`config.mk`:
```
export PLATFORM = sky130hd
export DESIGN_NAME = eel_cell
export DESIGN_NICKNAME = d
export VERILOG_FILES = /design/src/eel_pkg.sv /design/src/eel_cell.sv
export SDC_FILE = /design/constraint.sdc
export NUM_CORES = 1
export LEC_CHECK = 0
export BUFFER_PORTS_ARGS = -buffer_cell sky130_fd_sc_hd__buf_2
export CAP_MARGIN = 20
export CORE_AREA = 2 2 122 124
export CTS_BUF_LIST = sky130_fd_sc_hd__clkbuf_8 sky130_fd_sc_hd__clkbuf_16
export DETAILED_ROUTE_END_ITERATION = 8
export DIE_AREA = 0 0 124 126
export GPL_TIMING_DRIVEN = 1
export SLEW_MARGIN = 5
export SYNTH_ARGS = -nofsm -noshare
export SYNTH_HDL_FRONTEND = slang
export SYNTH_SLANG_ARGS = --single-unit
```
`constraint.sdc`:
```
create_clock -name clk -period 8.85 [get_ports clk]
set_clock_uncertainty 0.1 [all_clocks]
set_input_delay 0.4425 -clock clk [delete_from_list [all_inputs] [get_ports clk]]
set_output_delay 0.4425 -clock clk [all_outputs]
set_load 0.1 [all_outputs]
```
`src/eel_pkg.sv`:
```
// Types and constants shared by the emergency event log modules.
`default_nettype none
package eel_pkg;

	localparam int HISTORY_DEPTH_DEF = 32;
	localparam int RESULT_LIMIT = 32;
	localparam int CNT_W = $clog2(RESULT_LIMIT + 1);

	typedef enum logic [1:0] {
		CMD_RECORD = 2'd0,
		CMD_FIND   = 2'd1,
		CMD_LIST   = 2'd2
	} cmd_t;

	typedef struct packed {
		logic [1:0]  cmd;
		logic [6:0]  node_id;
		logic [15:0] emcy_code;
		logic [7:0]  emcy_reg;
		logic [39:0] vendor_bytes;
		logic [31:0] after_seq;
	} item_t;

	typedef struct packed {
		logic        found;
		logic [31:0] event_seq;
		logic [6:0]  event_node;
		logic [15:0] event_code;
		logic [7:0]  event_register;
		logic [39:0] event_vendor;
		logic        last;
		logic [31:0] current_seq;
	} result_t;

	typedef struct packed {
		logic [31:0] seq;
		logic [6:0]  node;
		logic [15:0] code;
		logic [7:0]  register;
		logic [39:0] vendor;
	} entry_t;

	typedef struct packed {
		logic load;
		logic shift;
	} cell_ctl_t;

endpackage
`default_nettype wire

```
`src/eel_cell.sv`:
```
// One storage cell of the event chain: loads a new event or takes its neighbor's.
`default_nettype none
module eel_cell (
	input  wire logic              clk,
	input  eel_pkg::cell_ctl_t     ctl,
	input  eel_pkg::entry_t        nbr,
	input  eel_pkg::entry_t        din,
	output eel_pkg::entry_t        q
);
	import eel_pkg::*;

	entry_t entry_q;

	always_ff @(posedge clk) begin
		if (ctl.load) begin
			entry_q <= din;
		end else if (ctl.shift) begin
			entry_q <= nbr;
		end
	end

	assign q = entry_q;

endmodule
`default_nettype wire

```
---- Word-level counts from Yosys, hierarchy flattened ----
Index checks and enable logic that the tools add are counted.
storage, ports and cells
  flip-flop bits (word level) ............. 103
  input port bits ......................... 209
  logic and storage cells ................. 8
cells by class
  reduce and logical (&&, ||, !) cells .... 1
  muxes and demuxes ....................... 2
operator list
  kind                 count
  two-way mux 103 bit  2
  nonzero test 2 bit   1

---- Longest topological paths before layout ----
  word-level depth ........................ 2
  depth in mapped cells ................... 4
  mapped depth without buffers ............ 1

---- Worst setup path after synthesis ----
OpenSTA, ideal clock, no wires.
  path kind ............................... input -> register
  start ................................... input port ctl[1] (netlist name)
  end ..................................... register entry_q, in the netlist q[0], enable pin
  stages .................................. 4
  setup time .............................. 0.468 ns
  slack ................................... 5.171 ns
  buffers on the path ..................... 3
  arrival ................................. 3.111 ns
  cell sequence ........................... buf_6 buf_8 buf_6 or2_1
on the way
  cells in the longest elaborated chain, start to end .. 1
ends and longest elaborated chain
  element                       RTL line        source
  start, declared               eel_cell.sv:5   input eel_pkg::cell_ctl_t ctl,
  nonzero test 2 bit (no line)  -
  end signal, assigned          eel_cell.sv:16  entry_q <= din;
  end signal, assigned          eel_cell.sv:18  entry_q <= nbr;
  end, declared                 eel_cell.sv:12  entry_t entry_q;
No other way between the ends.
A chain may end at the register's enable or synchronous reset.

---- Worst setup path in the final report ----
  start ................................... input port ctl[1] (netlist name)
  end ..................................... register entry_q, in the netlist q[54], enable pin
Same word-level chain as after synthesis.

==> flow_summary.ini <==
[layout]
fin_util_pct = 46.3
fillers = 1325
syn_to_final_growth_pct = 44.2
antenna_cells = 0
mostFrequentLayoutCells = buf_2, edfxtp_1, mux2_4
layout_commonest_cell = buf_2
largest_register_ffs = 103
drive_gt1_share_pct = 80.4
nets = 740

[yosys]
ys_warn_count = 0
synth_area_per_cell_um2 = 21.0
synth_nets = 428
ys_seq_area_share_pct = 67.3
syn_inst = 219
mappedNetlistArea_um2 = 4590
ys_types = 7
synth-seq-cells = 103

[critical_path]
critPathSlowestCell = buf_4
crit_chain = buf_4 -> or2_4 -> buf_4
critPathKind = in -> reg
cp_slowest_stage_delay_ns = 0.69
crit_fanout = 57
required_ns = 8.72
worstPathArrival_ns = 2.45
crit_path_start_kind = primary input
cp-end-kind = register
critPathMostFrequentCell = buf_4

[timing]
tns_ns = 0
timing.fmax_ghz = 0.389
post-route-period-util_pct = 29.1
rsz0062_at_grt = no
fin_crit_ns = 2.57
worst_pin_slew_ns = 0.965
relSlewSlack_pct = 35.7
hold_violations = 0
finalSetupViolations = 0
slew_viol_final = 0

[route]
wl_per_cell_um = 15.5
vias_per_cell = 4.34
ant_nets = 0
vias = 3128
dr.pass1.iters = 3
post-route-drc-count = 0
drt_iter0_drc = 83
routed_wl_um = 11200

[clock_tree]
cts_buffers = 9
cts_resized = 0
cts_tree = done
clkSinkCount = 103
postCtsHoldBufs = 0
cts_setup_buffers = 0
htree_num_levels = 3
cts.path.max_buffers = 2
cts_root_buf = clkbuf_16
path_clk_slew_ns = 0.07

[power]
power_density_nw_per_um2 = 245
p_leak_nw = 3.11
ir_worst_vdd_uv = 102
power_mw = 1.62

[global_route]
grt_max_degree = 59
grt_pass1_wl_um = 15900
grtUsageTotal_pct = 13.7
antenna_found_initial = 0
grt_pass1_vias = 3265
overflow = 0

[floorplanning]
std_cell_rows = 44
core_um2 = 14300
io_pins = 312
die_w_um = 124
fp.dieArea_um2 = 15600
initial_core_util_pct = 32.1
die_y_um = 126

[placement]
numPortBuffers = 311
gp_routability_congestion = 0.744
dp_hpwl_um = 8680

[status]
status = completed

[flow_run]
cap_violations = 0

[worst_hold_path]
hold_path_class = in -> reg
## power by group
part,switching [mW],internal [mW]
sequential,0.0133,0.599
clock,0.169,0.274
combinational,0.453,0.113
total,0.635,0.986
## layer usage
layer	up-vias	GRT usage (%)	part of all wire (%)
met4	0	5.55	1.7
met1	1446	12.8	35
met2	186	26.1	52
li1	1484	-	-
met5	-	0	0
met3	12	5.34	11
## synth_stat cells
master      n  area [µm²]
or2_1       1        6.26
mux2_2     44         495
edfxtp_1  103        3090
mux2_4     59         886
buf_2       4        20.0
buf_8       1        15.0
buf_6       7        78.8
## worst max-delay path, delay by kind of cell
| family | cells | cell delay, ns |
|---|---|---|
| buf+inv | 2 | 1.21 |
| simple gates | 1 | 0.64 |
## through the flow
stage	worst slack [ns]	cell area (µm²)	std cells	hold WS (ns)
floorplan	5.17	4590	219	0.560
global placement	5.95	6290	704	0.642
detailed placement	5.89	6290	704	0.646
CTS	6.25	6620	720	0.275
global route	6.13	6620	720	0.279
finish	6.28	6620	720	0.295
## area by class of cell
| type | count | area (µm²) | area share [%] |
|---|---|---|---|
| Sequential cell | 103 | 3090 | 46.7 |
| Clock inverter | 7 | 111 | 1.68 |
| Multi-Input combinational cell | 104 | 1390 | 21.0 |
| Tap cell | 184 | 230 | 3.48 |
| Timing Repair Buffer | 313 | 1570 | 23.8 |
| Clock buffer | 9 | 225 | 3.40 |
## kinds of logic (layout without fill, tap and decap cells)
kind of cell           Yosys count  after routing  synth area share, %
flip-flops                     103            103                 67.3
multiplexers                   103            103                 30.1
AND/OR/NAND/NOR                  1              1                0.136
buffers and inverters           12            329                 2.48
## worst paths after layout
kind	start	end	cells after the start
setup / recovery	ctl[1]	q[54]	3
hold / removal	din[42]	q[42]	2
Power figures use the tool's default switching activity.
